==> config.mk <==
export PLATFORM = sky130hd
export DESIGN_NAME = markup_tag_stripper_top
export DESIGN_NICKNAME = d
export VERILOG_FILES = /design/src/design/mts_pkg.sv /design/src/design/mts_parser.sv /design/src/design/mts_burst_buf.sv /design/src/design/markup_tag_stripper_top.sv
export SDC_FILE = /design/constraint.sdc
export NUM_CORES = 1
export LEC_CHECK = 0
export BUFFER_PORTS_ARGS = -buffer_cell sky130_fd_sc_hd__buf_2
export CORE_ASPECT_RATIO = 1.2
export CORE_MARGIN = 1
export CORE_UTILIZATION = 58
export DETAILED_ROUTE_END_ITERATION = 10
export PLACE_DENSITY_LB_ADDON = 0.1
export SLEW_MARGIN = 10
export SYNTH_ARGS = -nofsm -noshare
export SYNTH_HDL_FRONTEND = slang
export SYNTH_SLANG_ARGS = --single-unit
==> constraint.sdc <==
create_clock -name clk -period 5.3 [get_ports clk]
set_clock_uncertainty 0.05 [all_clocks]
set_input_delay 0.265 -clock clk [delete_from_list [all_inputs] [get_ports clk]]
set_output_delay 0.265 -clock clk [all_outputs]
set_load 0.03 [all_outputs]
==> src/design/mts_pkg.sv <==
package mts_pkg;

	localparam int MAX_TAG_NAME = 12;
	localparam int TAG_LEN_W    = $clog2(MAX_TAG_NAME + 1);
	localparam int MAX_RES      = 6;
	localparam int RES_CNT_W    = $clog2(MAX_RES + 1);
	localparam int HELD_MAX     = 4;
	localparam int HELD_CNT_W   = $clog2(HELD_MAX + 1);
	localparam int HELD_IDX_W   = $clog2(HELD_MAX);
	localparam int NUM_ENT      = 5;
	localparam int NUM_BLK      = 11;

	localparam logic [7:0] CH_LT    = 8'h3C;
	localparam logic [7:0] CH_GT    = 8'h3E;
	localparam logic [7:0] CH_AMP   = 8'h26;
	localparam logic [7:0] CH_SLASH = 8'h2F;
	localparam logic [7:0] CH_SP    = 8'h20;
	localparam logic [7:0] CH_TAB   = 8'h09;
	localparam logic [7:0] CH_NL    = 8'h0A;

	typedef struct packed {
		logic [7:0] in_byte;
		logic       end_of_text;
	} item_t;

	typedef struct packed {
		logic [7:0] out_byte;
		logic       run_last;
		logic       text_done;
	} result_t;

	// All result words caused by one input word, slot 0 goes out first.
	typedef struct packed {
		logic [RES_CNT_W-1:0]     count;
		logic                     done;
		logic [MAX_RES-1:0][7:0]  bytes;
	} burst_t;

	function automatic logic [7:0] to_lower(logic [7:0] b);
		return (b >= 8'h41 && b <= 8'h5A) ? b + 8'd32 : b;
	endfunction

	function automatic logic [TAG_LEN_W-1:0] blk_len(int p);
		logic [TAG_LEN_W-1:0] n;
		case (p)
			0: n = TAG_LEN_W'(2);
			1: n = TAG_LEN_W'(1);
			2: n = TAG_LEN_W'(2);
			3: n = TAG_LEN_W'(3);
			10: n = TAG_LEN_W'(10);
			default: n = TAG_LEN_W'(2);
		endcase
		return n;
	endfunction

	function automatic logic [7:0] blk_char(int p, logic [TAG_LEN_W-1:0] i);
		logic [79:0] s;
		case (p)
			0: s = {"br", 64'd0};
			1: s = {"p", 72'd0};
			2: s = {"li", 64'd0};
			3: s = {"div", 56'd0};
			4: s = {"tr", 64'd0};
			5: s = {"ul", 64'd0};
			6: s = {"ol", 64'd0};
			7: s = {"h1", 64'd0};
			8: s = {"h2", 64'd0};
			9: s = {"h3", 64'd0};
			default: s = "blockquote";
		endcase
		if (i >= TAG_LEN_W'(10)) begin
			return 8'd0;
		end
		return s[79 - 8 * int'(i) -: 8];
	endfunction

	function automatic logic [HELD_CNT_W-1:0] ent_len(int e);
		logic [HELD_CNT_W-1:0] n;
		case (e)
			0: n = HELD_CNT_W'(4);
			1: n = HELD_CNT_W'(3);
			2: n = HELD_CNT_W'(3);
			default: n = HELD_CNT_W'(5);
		endcase
		return n;
	endfunction

	function automatic logic [7:0] ent_char(int e, logic [HELD_CNT_W-1:0] k);
		logic [39:0] s;
		case (e)
			0: s = {"amp;", 8'd0};
			1: s = {"lt;", 16'd0};
			2: s = {"gt;", 16'd0};
			3: s = "nbsp;";
			default: s = "quot;";
		endcase
		if (k >= HELD_CNT_W'(5)) begin
			return 8'd0;
		end
		return s[39 - 8 * int'(k) -: 8];
	endfunction

	function automatic logic [7:0] ent_val(int e);
		logic [7:0] v;
		case (e)
			0: v = 8'h26;
			1: v = 8'h3C;
			2: v = 8'h3E;
			3: v = 8'h20;
			default: v = 8'h22;
		endcase
		return v;
	endfunction

endpackage

==> src/design/mts_parser.sv <==
module mts_parser (
	input  logic            clk,
	input  logic            arst_n,
	input  logic            item_valid,
	output logic            item_ready,
	input  mts_pkg::item_t  item,
	input  logic            buf_ready,
	output logic            load,
	output mts_pkg::burst_t burst
);

	typedef enum logic [1:0] {
		MODE_TEXT = 2'd0,
		MODE_TAG  = 2'd1,
		MODE_ENT  = 2'd2
	} mode_t;

	mts_pkg::item_t item_s1;
	logic           valid_s1;

	mode_t                                mode_q, mode_nx;
	logic [mts_pkg::HELD_CNT_W-1:0]       held_cnt_q, held_cnt_nx;
	logic [7:0]                           held_q  [mts_pkg::HELD_MAX];
	logic [7:0]                           held_nx [mts_pkg::HELD_MAX];
	logic [mts_pkg::NUM_ENT-1:0]          alive_q, alive_nx;
	logic [mts_pkg::TAG_LEN_W-1:0]        name_len_q, name_len_nx;
	logic                                 closed_q, closed_nx;
	logic                                 over_q, over_nx;
	logic [mts_pkg::NUM_BLK-1:0]          plain_q, plain_nx;
	logic [mts_pkg::NUM_BLK-1:0]          slash_q, slash_nx;
	logic                                 full_q, full_nx;
	logic                                 prev_full_q, prev_full_nx;
	logic                                 last_slash_q, last_slash_nx;

	logic [7:0]                           b, lb;
	logic [mts_pkg::NUM_ENT-1:0]          ent_ok, ent_fin;
	logic [7:0]                           ent_out;
	logic [mts_pkg::NUM_BLK-1:0]          plain_step, slash_step;
	logic [mts_pkg::TAG_LEN_W-1:0]        len_step;
	logic                                 full_step;
	logic                                 tag_block;
	logic                                 run_text;
	logic [mts_pkg::RES_CNT_W-1:0]        flush_cnt;
	logic                                 tail_en;
	logic [7:0]                           tail;
	logic                                 done;
	logic                                 process;

	assign b  = item_s1.in_byte;
	assign lb = mts_pkg::to_lower(b);

	// Entity match: alive_q marks the entities that the held bytes still prefix.
	always_comb begin
		ent_out = 8'd0;
		for (int e = 0; e < mts_pkg::NUM_ENT; e++) begin
			ent_ok[e] = alive_q[e] && (held_cnt_q < mts_pkg::ent_len(e)) &&
				(mts_pkg::ent_char(e, held_cnt_q) == lb);
			ent_fin[e] = ent_ok[e] &&
				(held_cnt_q + mts_pkg::HELD_CNT_W'(1) == mts_pkg::ent_len(e));
		end
		for (int e = mts_pkg::NUM_ENT - 1; e >= 0; e--) begin
			if (ent_fin[e]) begin
				ent_out = mts_pkg::ent_val(e);
			end
		end
	end

	// Tag name match runs one character at a time. full_q says the name so far is a
	// block tag, prev_full_q says the same of the name without its last character,
	// which is what counts when that last character is a slash.
	always_comb begin
		len_step  = name_len_q + mts_pkg::TAG_LEN_W'(1);
		full_step = 1'b0;
		for (int p = 0; p < mts_pkg::NUM_BLK; p++) begin
			plain_step[p] = plain_q[p] && (name_len_q < mts_pkg::blk_len(p)) &&
				(mts_pkg::blk_char(p, name_len_q) == lb);
			if (name_len_q == '0) begin
				slash_step[p] = (p != 0) && (lb == mts_pkg::CH_SLASH);
			end else begin
				slash_step[p] = slash_q[p] &&
					(name_len_q - mts_pkg::TAG_LEN_W'(1) < mts_pkg::blk_len(p)) &&
					(mts_pkg::blk_char(p, name_len_q - mts_pkg::TAG_LEN_W'(1)) == lb);
			end
			if ((plain_step[p] && len_step == mts_pkg::blk_len(p)) ||
				(slash_step[p] &&
				len_step == mts_pkg::blk_len(p) + mts_pkg::TAG_LEN_W'(1))) begin
				full_step = 1'b1;
			end
		end
		tag_block = !over_q && (last_slash_q ? prev_full_q : full_q);
	end

	always_comb begin
		mode_nx       = mode_q;
		held_cnt_nx   = held_cnt_q;
		held_nx       = held_q;
		alive_nx      = alive_q;
		name_len_nx   = name_len_q;
		closed_nx     = closed_q;
		over_nx       = over_q;
		plain_nx      = plain_q;
		slash_nx      = slash_q;
		full_nx       = full_q;
		prev_full_nx  = prev_full_q;
		last_slash_nx = last_slash_q;
		run_text      = 1'b0;
		flush_cnt     = '0;
		tail_en       = 1'b0;
		tail          = b;
		done          = 1'b0;

		if (item_s1.end_of_text) begin
			if (mode_q == MODE_ENT) begin
				flush_cnt = mts_pkg::RES_CNT_W'(held_cnt_q) + mts_pkg::RES_CNT_W'(1);
			end
			mode_nx     = MODE_TEXT;
			held_cnt_nx = '0;
			name_len_nx = '0;
			closed_nx   = 1'b0;
			over_nx     = 1'b0;
			tail_en     = 1'b1;
			tail        = 8'd0;
			done        = 1'b1;
		end else begin
			unique case (mode_q)
				MODE_TAG: begin
					if (b == mts_pkg::CH_GT) begin
						mode_nx = MODE_TEXT;
						if (tag_block) begin
							tail_en = 1'b1;
							tail    = mts_pkg::CH_NL;
						end
					end else if (!closed_q) begin
						if (b == mts_pkg::CH_SP || b == mts_pkg::CH_TAB ||
							b == mts_pkg::CH_NL) begin
							closed_nx = 1'b1;
						end else if (name_len_q >= mts_pkg::TAG_LEN_W'(mts_pkg::MAX_TAG_NAME)) begin
							over_nx = 1'b1;
						end else begin
							name_len_nx   = len_step;
							plain_nx      = plain_step;
							slash_nx      = slash_step;
							full_nx       = full_step;
							prev_full_nx  = full_q;
							last_slash_nx = (lb == mts_pkg::CH_SLASH);
						end
					end
				end
				MODE_ENT: begin
					if (|ent_fin) begin
						tail_en     = 1'b1;
						tail        = ent_out;
						mode_nx     = MODE_TEXT;
						held_cnt_nx = '0;
					end else if (|ent_ok) begin
						held_nx[held_cnt_q[mts_pkg::HELD_IDX_W-1:0]] = b;
						held_cnt_nx = held_cnt_q + mts_pkg::HELD_CNT_W'(1);
						alive_nx    = ent_ok;
					end else begin
						// Not an entity after all: the held text goes out as it came,
						// then this byte is taken as plain text.
						flush_cnt = mts_pkg::RES_CNT_W'(held_cnt_q) + mts_pkg::RES_CNT_W'(1);
						mode_nx     = MODE_TEXT;
						held_cnt_nx = '0;
						run_text    = 1'b1;
					end
				end
				default: begin
					run_text = 1'b1;
				end
			endcase
		end

		if (run_text) begin
			if (b == mts_pkg::CH_LT) begin
				mode_nx       = MODE_TAG;
				name_len_nx   = '0;
				closed_nx     = 1'b0;
				over_nx       = 1'b0;
				plain_nx      = '1;
				slash_nx      = '0;
				full_nx       = 1'b0;
				prev_full_nx  = 1'b0;
				last_slash_nx = 1'b0;
			end else if (b == mts_pkg::CH_AMP) begin
				mode_nx     = MODE_ENT;
				held_cnt_nx = '0;
				alive_nx    = '1;
			end else begin
				tail_en = 1'b1;
			end
		end
	end

	always_comb begin
		burst.bytes = '0;
		burst.bytes[0] = mts_pkg::CH_AMP;
		for (int i = 1; i <= mts_pkg::HELD_MAX; i++) begin
			burst.bytes[i] = held_q[i-1];
		end
		for (int i = 0; i < mts_pkg::MAX_RES; i++) begin
			if (tail_en && flush_cnt == mts_pkg::RES_CNT_W'(i)) begin
				burst.bytes[i] = tail;
			end
		end
		burst.count = flush_cnt + mts_pkg::RES_CNT_W'(tail_en);
		burst.done  = done;
	end

	// A word with no results needs no room in the result buffer.
	assign process    = valid_s1 && (burst.count == '0 || buf_ready);
	assign load       = process && burst.count != '0;
	assign item_ready = !valid_s1 || process;

	always_ff @(posedge clk or negedge arst_n) begin
		if (!arst_n) begin
			valid_s1    <= 1'b0;
			mode_q      <= MODE_TEXT;
			held_cnt_q  <= '0;
			name_len_q  <= '0;
			closed_q    <= 1'b0;
			over_q      <= 1'b0;
		end else begin
			if (item_valid && item_ready) begin
				valid_s1 <= 1'b1;
			end else if (process) begin
				valid_s1 <= 1'b0;
			end
			if (process) begin
				mode_q     <= mode_nx;
				held_cnt_q <= held_cnt_nx;
				name_len_q <= name_len_nx;
				closed_q   <= closed_nx;
				over_q     <= over_nx;
			end
		end
	end

	always_ff @(posedge clk) begin
		if (item_valid && item_ready) begin
			item_s1 <= item;
		end
		if (process) begin
			held_q       <= held_nx;
			alive_q      <= alive_nx;
			plain_q      <= plain_nx;
			slash_q      <= slash_nx;
			full_q       <= full_nx;
			prev_full_q  <= prev_full_nx;
			last_slash_q <= last_slash_nx;
		end
	end

endmodule

==> src/design/mts_burst_buf.sv <==
module mts_burst_buf (
	input  logic             clk,
	input  logic             arst_n,
	input  logic             load,
	input  mts_pkg::burst_t  burst,
	output logic             buf_ready,
	output logic             result_valid,
	input  logic             result_ready,
	output mts_pkg::result_t result
);

	logic [7:0]                    bytes_q [mts_pkg::MAX_RES];
	logic [mts_pkg::RES_CNT_W-1:0] cnt_q;
	logic [mts_pkg::RES_CNT_W-1:0] idx_q;
	logic                          done_q;
	logic                          last;

	assign result_valid = idx_q != cnt_q;
	assign last         = idx_q + mts_pkg::RES_CNT_W'(1) == cnt_q;
	assign buf_ready    = !result_valid || (last && result_ready);

	assign result.out_byte  = bytes_q[idx_q];
	assign result.run_last  = last;
	assign result.text_done = done_q && last;

	always_ff @(posedge clk or negedge arst_n) begin
		if (!arst_n) begin
			cnt_q  <= '0;
			idx_q  <= '0;
			done_q <= 1'b0;
		end else if (load) begin
			cnt_q  <= burst.count;
			idx_q  <= '0;
			done_q <= burst.done;
		end else if (result_valid && result_ready) begin
			idx_q <= idx_q + mts_pkg::RES_CNT_W'(1);
		end
	end

	always_ff @(posedge clk) begin
		if (load) begin
			for (int i = 0; i < mts_pkg::MAX_RES; i++) begin
				bytes_q[i] <= burst.bytes[i];
			end
		end
	end

	a_idx_in_range: assert property (@(posedge clk) disable iff (!arst_n)
		idx_q <= cnt_q)
		else $error("read index ran past the stored word count");

	a_load_when_free: assert property (@(posedge clk) disable iff (!arst_n)
		load |-> (idx_q == cnt_q) ||
			(result_ready && idx_q + mts_pkg::RES_CNT_W'(1) == cnt_q))
		else $error("burst loaded over words not yet delivered");

	a_count_bound: assert property (@(posedge clk) disable iff (!arst_n)
		load |=> cnt_q != '0 && cnt_q <= mts_pkg::RES_CNT_W'(mts_pkg::MAX_RES))
		else $error("loaded burst count out of range");

endmodule

==> src/design/markup_tag_stripper_top.sv <==
// Markup tag stripper: turns marked-up text into plain text, one byte per word.
// Input channel item_valid/item_ready/item carries in_byte and end_of_text.
// Output channel result_valid/result_ready/result carries out_byte, run_last and
// text_done; run_last marks the last result word caused by one input word.
// An accepted word sits in the input register, where the parser works it out and
// loads its results (zero to six words) into the result buffer when it has room.
// The first result word is offered from the result buffer register, which is
// loaded from the input register that holds the accepted input word.
// Throughput is one input word per cycle while each word causes at most one
// result and result_ready stays high, the buffer delivering one word per cycle;
// a word with several results holds the result buffer until its last is taken.
// Words without results (tag contents, held entity bytes) pass at one per cycle
// without using the buffer. When the receiver stalls, the buffer holds its words
// and the input register holds the next input word; item_ready drops once both
// are full. Reset returns the parser to normal text mode and empties both stages.
module markup_tag_stripper_top (
	input  logic             clk,
	input  logic             arst_n,
	input  logic             item_valid,
	output logic             item_ready,
	input  mts_pkg::item_t   item,
	output logic             result_valid,
	input  logic             result_ready,
	output mts_pkg::result_t result
);

	mts_pkg::burst_t burst;
	logic            load;
	logic            buf_ready;

	mts_parser u_parser (
		.clk        (clk),
		.arst_n     (arst_n),
		.item_valid (item_valid),
		.item_ready (item_ready),
		.item       (item),
		.buf_ready  (buf_ready),
		.load       (load),
		.burst      (burst)
	);

	mts_burst_buf u_burst_buf (
		.clk          (clk),
		.arst_n       (arst_n),
		.load         (load),
		.burst        (burst),
		.buf_ready    (buf_ready),
		.result_valid (result_valid),
		.result_ready (result_ready),
		.result       (result)
	);

endmodule

==> reports/metrics.csv <==
metric,value,unit
cpMaxStageDelayCell,or4_4,
place_inst,1227,
wl_per_cell,21.8,um
gp_congestion,0.967,
synth-edff-count,119,
outcome,"complete, no violations",
layout-drive-gt1-share,21.1,%
power_density,628,nW/um2
grt_use_met2,57.5,%
layoutNonFillerInstCount,1272,
critPathLaunchType,register,
syn_avg_cell_area,9.95,um2
ir_worst_vdd,0.562,mV
grt_max_degree,55,
cp.required,4990,ps
tritoncts,built,
syn-cell-area,9760,um2
yosysMostFrequentCell,edfxtp_1,
synth_ff_type,edfxtp_1,
yosys_warnings,0,
worst_slew_pin_slew,1070,ps
slowest_delay,540,ps
path_cells,"inv_2, ha_4, buf_4, nor2b_1, a211oi_2, xnor2_1, or4_4, a2111oi_4, a211oi_1, o21ai_1, nand2_1, ha_2, ha_4, inv_2, nand3_1, a2111o_2, and3_4, a21oi_2, buf_4, nand2_1, buf_2",
arrival,4800,ps
num_io_pins,25,
crit_fanout,6,
reg2reg_depth,20,
use_met3,4.57,%
yosys.area_share.simple,19.6,%
rrSetupSlack,360,ps
clock_sinks,138,
initial_core_util,59.7,%
fillers,1277,
slew-limit-headroom,28.3,%
maxCapViolations,0,
cts.path.max_buffers,2,
die-area,17300,um2
vias,8265,
htree_levels,4,
drt_iter0_markers,616,
reg2reg_from,u_parser.held_cnt_q[1],
hpwlAfterDp,20300,um
grt_pass1_vias,7913,
clk_pin_slew,60,ps
clk_latency,430,ps
diodes,0,
cts_buffers,17,
synth_fa_ha_area_share,3.21,%
root_buffer,clkbuf_16,
finalSetupViolCount,0,
fp.dieW,120,um
drtAntennaViolNets,0,
multiInputGateArea,5420,um2
slew_viol_final,0,
use_met1,38.1,%
drc_errors,0,
synth_top_family_by_area,simple AND/OR/NAND/NOR gates,
firstDrtPassIters,7,
vias_per_cell,6.50,
synth.top_cell.area_share,36.6,%
hold_path.class,in2reg,
yosys.area.top_type,edfxtp_1,
io_buffer_count,24,
grt_pass1_wl,43200,um
hold_violations,0,
yosys_register_bits,138,
setup.worst_path.end_class,primary output,
ys_seq_area_share,41.5,%
synth_compound_area_share,18.7,%
placement_rows,51,
r2r_end,u_parser.held_q[27],
synth_cell_type_count,94,
async_reset_ff_share,13.8,%
synth_xor_area_share,4.63,%
fin_crit,5120,ps
drt-total-wl,27700,um
track_usage,33.0,%
netlist_instances,980,
grt.busiest_layer,met2,
die_h,144,um
grt-ovfl-total,0,
area_growth,15.3,%
synth_fp_nets,1018,
fmax,195,MHz
synth.area.top_cells,"edfxtp_1, dfrtp_1, mux2_2",
antenna_found_initial,0,
synthMuxAreaShare,8.45,%
critical_path_class,reg2out,
holdWs,115,ps
finalNetCount,1085,
period_share,96.5,%
endpoint,item_ready,
netlist_top_cells_count,"edfxtp_1, nand2_1, nor2_1, a21oi_1, o21ai_0",
core-area,16300,um2
p_leak,4.09,nW
register_area,4050,um2
worstSetupStartpoint,u_parser.held_cnt_q[1],
[cell families after synthesis]
group,Yosys count
and+or+nand+nor,351
xor gates and xnor gates,50
adders and majority gates,25
muxes,68
DFF,138
AOI/OAI and AO/OA,256
buffers and inverters,92
[worst min path at each step]
stage / start / endpoint / slack [ps] / cells after the start
2_1_floorplan: arst_n / u_burst_buf.cnt_q[0] / -80 / 0
3_3_place_gp: arst_n / u_burst_buf.idx_q[2] / 210 / 1
3_5_place_dp: arst_n / u_burst_buf.idx_q[2] / 210 / 1
4_1_cts: result_ready / u_burst_buf.idx_q[1] / 110 / 3
5_1_grt: result_ready / u_burst_buf.idx_q[1] / 120 / 3
6_report: result_ready / u_burst_buf.idx_q[1] / 120 / 3
[sequential cells by signal (all words and copies together), names as in the netlist]
signal	count
u_parser.held_q	32
u_parser.prev_full_q	1
u_parser.b	8
u_burst_buf.done_q	1
u_parser.held_cnt_q	3
u_parser.closed_q	1
u_parser.item_s1	1
u_parser.over_q	1
u_burst_buf.cnt_q	3
u_parser.slash_q	11
u_burst_buf.idx_q	3
u_parser.alive_q	5
u_parser.name_len_q	4
u_burst_buf.bytes_q	48
u_parser.last_slash_q	1
u_parser.full_q	1
u_parser.valid_s1	1
u_parser.mode_q	2
u_parser.plain_q	11
[per-stage QoR]
step                      instance area, um2  power [mW]  setup WS (ps)  utilization (%)  setup TNS, ps
final                                  11200        7.07            185             68.9              0
after detailed placement               10500        5.85           31.4             64.4              0
after floorplan                         9850        4.70          -98.1                -          -1190
after CTS                              11200        7.03           15.6             68.6              0
after global placement                 10500        5.78            111             64.4              0
after global routing                   11200        7.46          -23.6             68.9          -23.6
[layer usage]
layer / share of wire [%] / vias up
li1: - / 3877
met1: 38 / 3887
met4: 6.4 / 0
met2: 50 / 389
met3: 5.7 / 112
met5: 0 / -
[area by class of cell]
cell class / count / area share [%]
Timing Repair Buffer: 108 / 7.14
Sequential cell: 138 / 36.0
Inverter: 32 / 1.13
Clock inverter: 15 / 1.39
Clock buffer: 17 / 3.78
Tap cell: 212 / 2.36
Multi-Input combinational cell: 750 / 48.2
[where the power goes]
| part | switching [mW] | internal (mW) |
|---|---|---|
| logic | 2.47 | 1.39 |
| clock network | 0.511 | 0.665 |
| registers | 0.243 | 1.79 |
| total | 3.22 | 3.85 |
[placed cells by master (no fill, tap or decap), drive strengths merged, types with 9 or more instances in the layout]
cell / count
inv: 40
edfxtp: 119
buf: 97
ha: 25
and2: 18
xnor2: 36
dlygate4sd3: 11
and3: 9
mux2i: 25
nor3b: 12
nor2: 69
dfrtp: 19
a21o: 12
nand2: 83
nor4: 13
nor3: 31
a21oi: 58
o31ai: 10
nand4: 19
a211oi: 21
clkbuf: 17
xor2: 13
nor2b: 17
o21ai: 55
nand3: 24
mux2: 35
[worst max-delay path, delay by kind of cell, from the launching register on]
family                   cells  cell delay [ps]
buffers and inverters        5              690
adder cells (fa/ha/maj)      3              620
flip-flops                   1              390
AO/OA/AOI/OAI                6             1540
AND/OR/NAND/NOR              6             1040
XOR/XNOR                     1              100
[what timing repair did]
item / 4_1_cts / 5_1_grt
resized for setup: 0 / 6
hold buffers: 11 / 0
endpoints found under the hold margin: 29 / 0
buffers inserted: 0 / 2
setup endpoints to repair: 0 / 127
No activity file was read; power rests on OpenSTA's default activity.
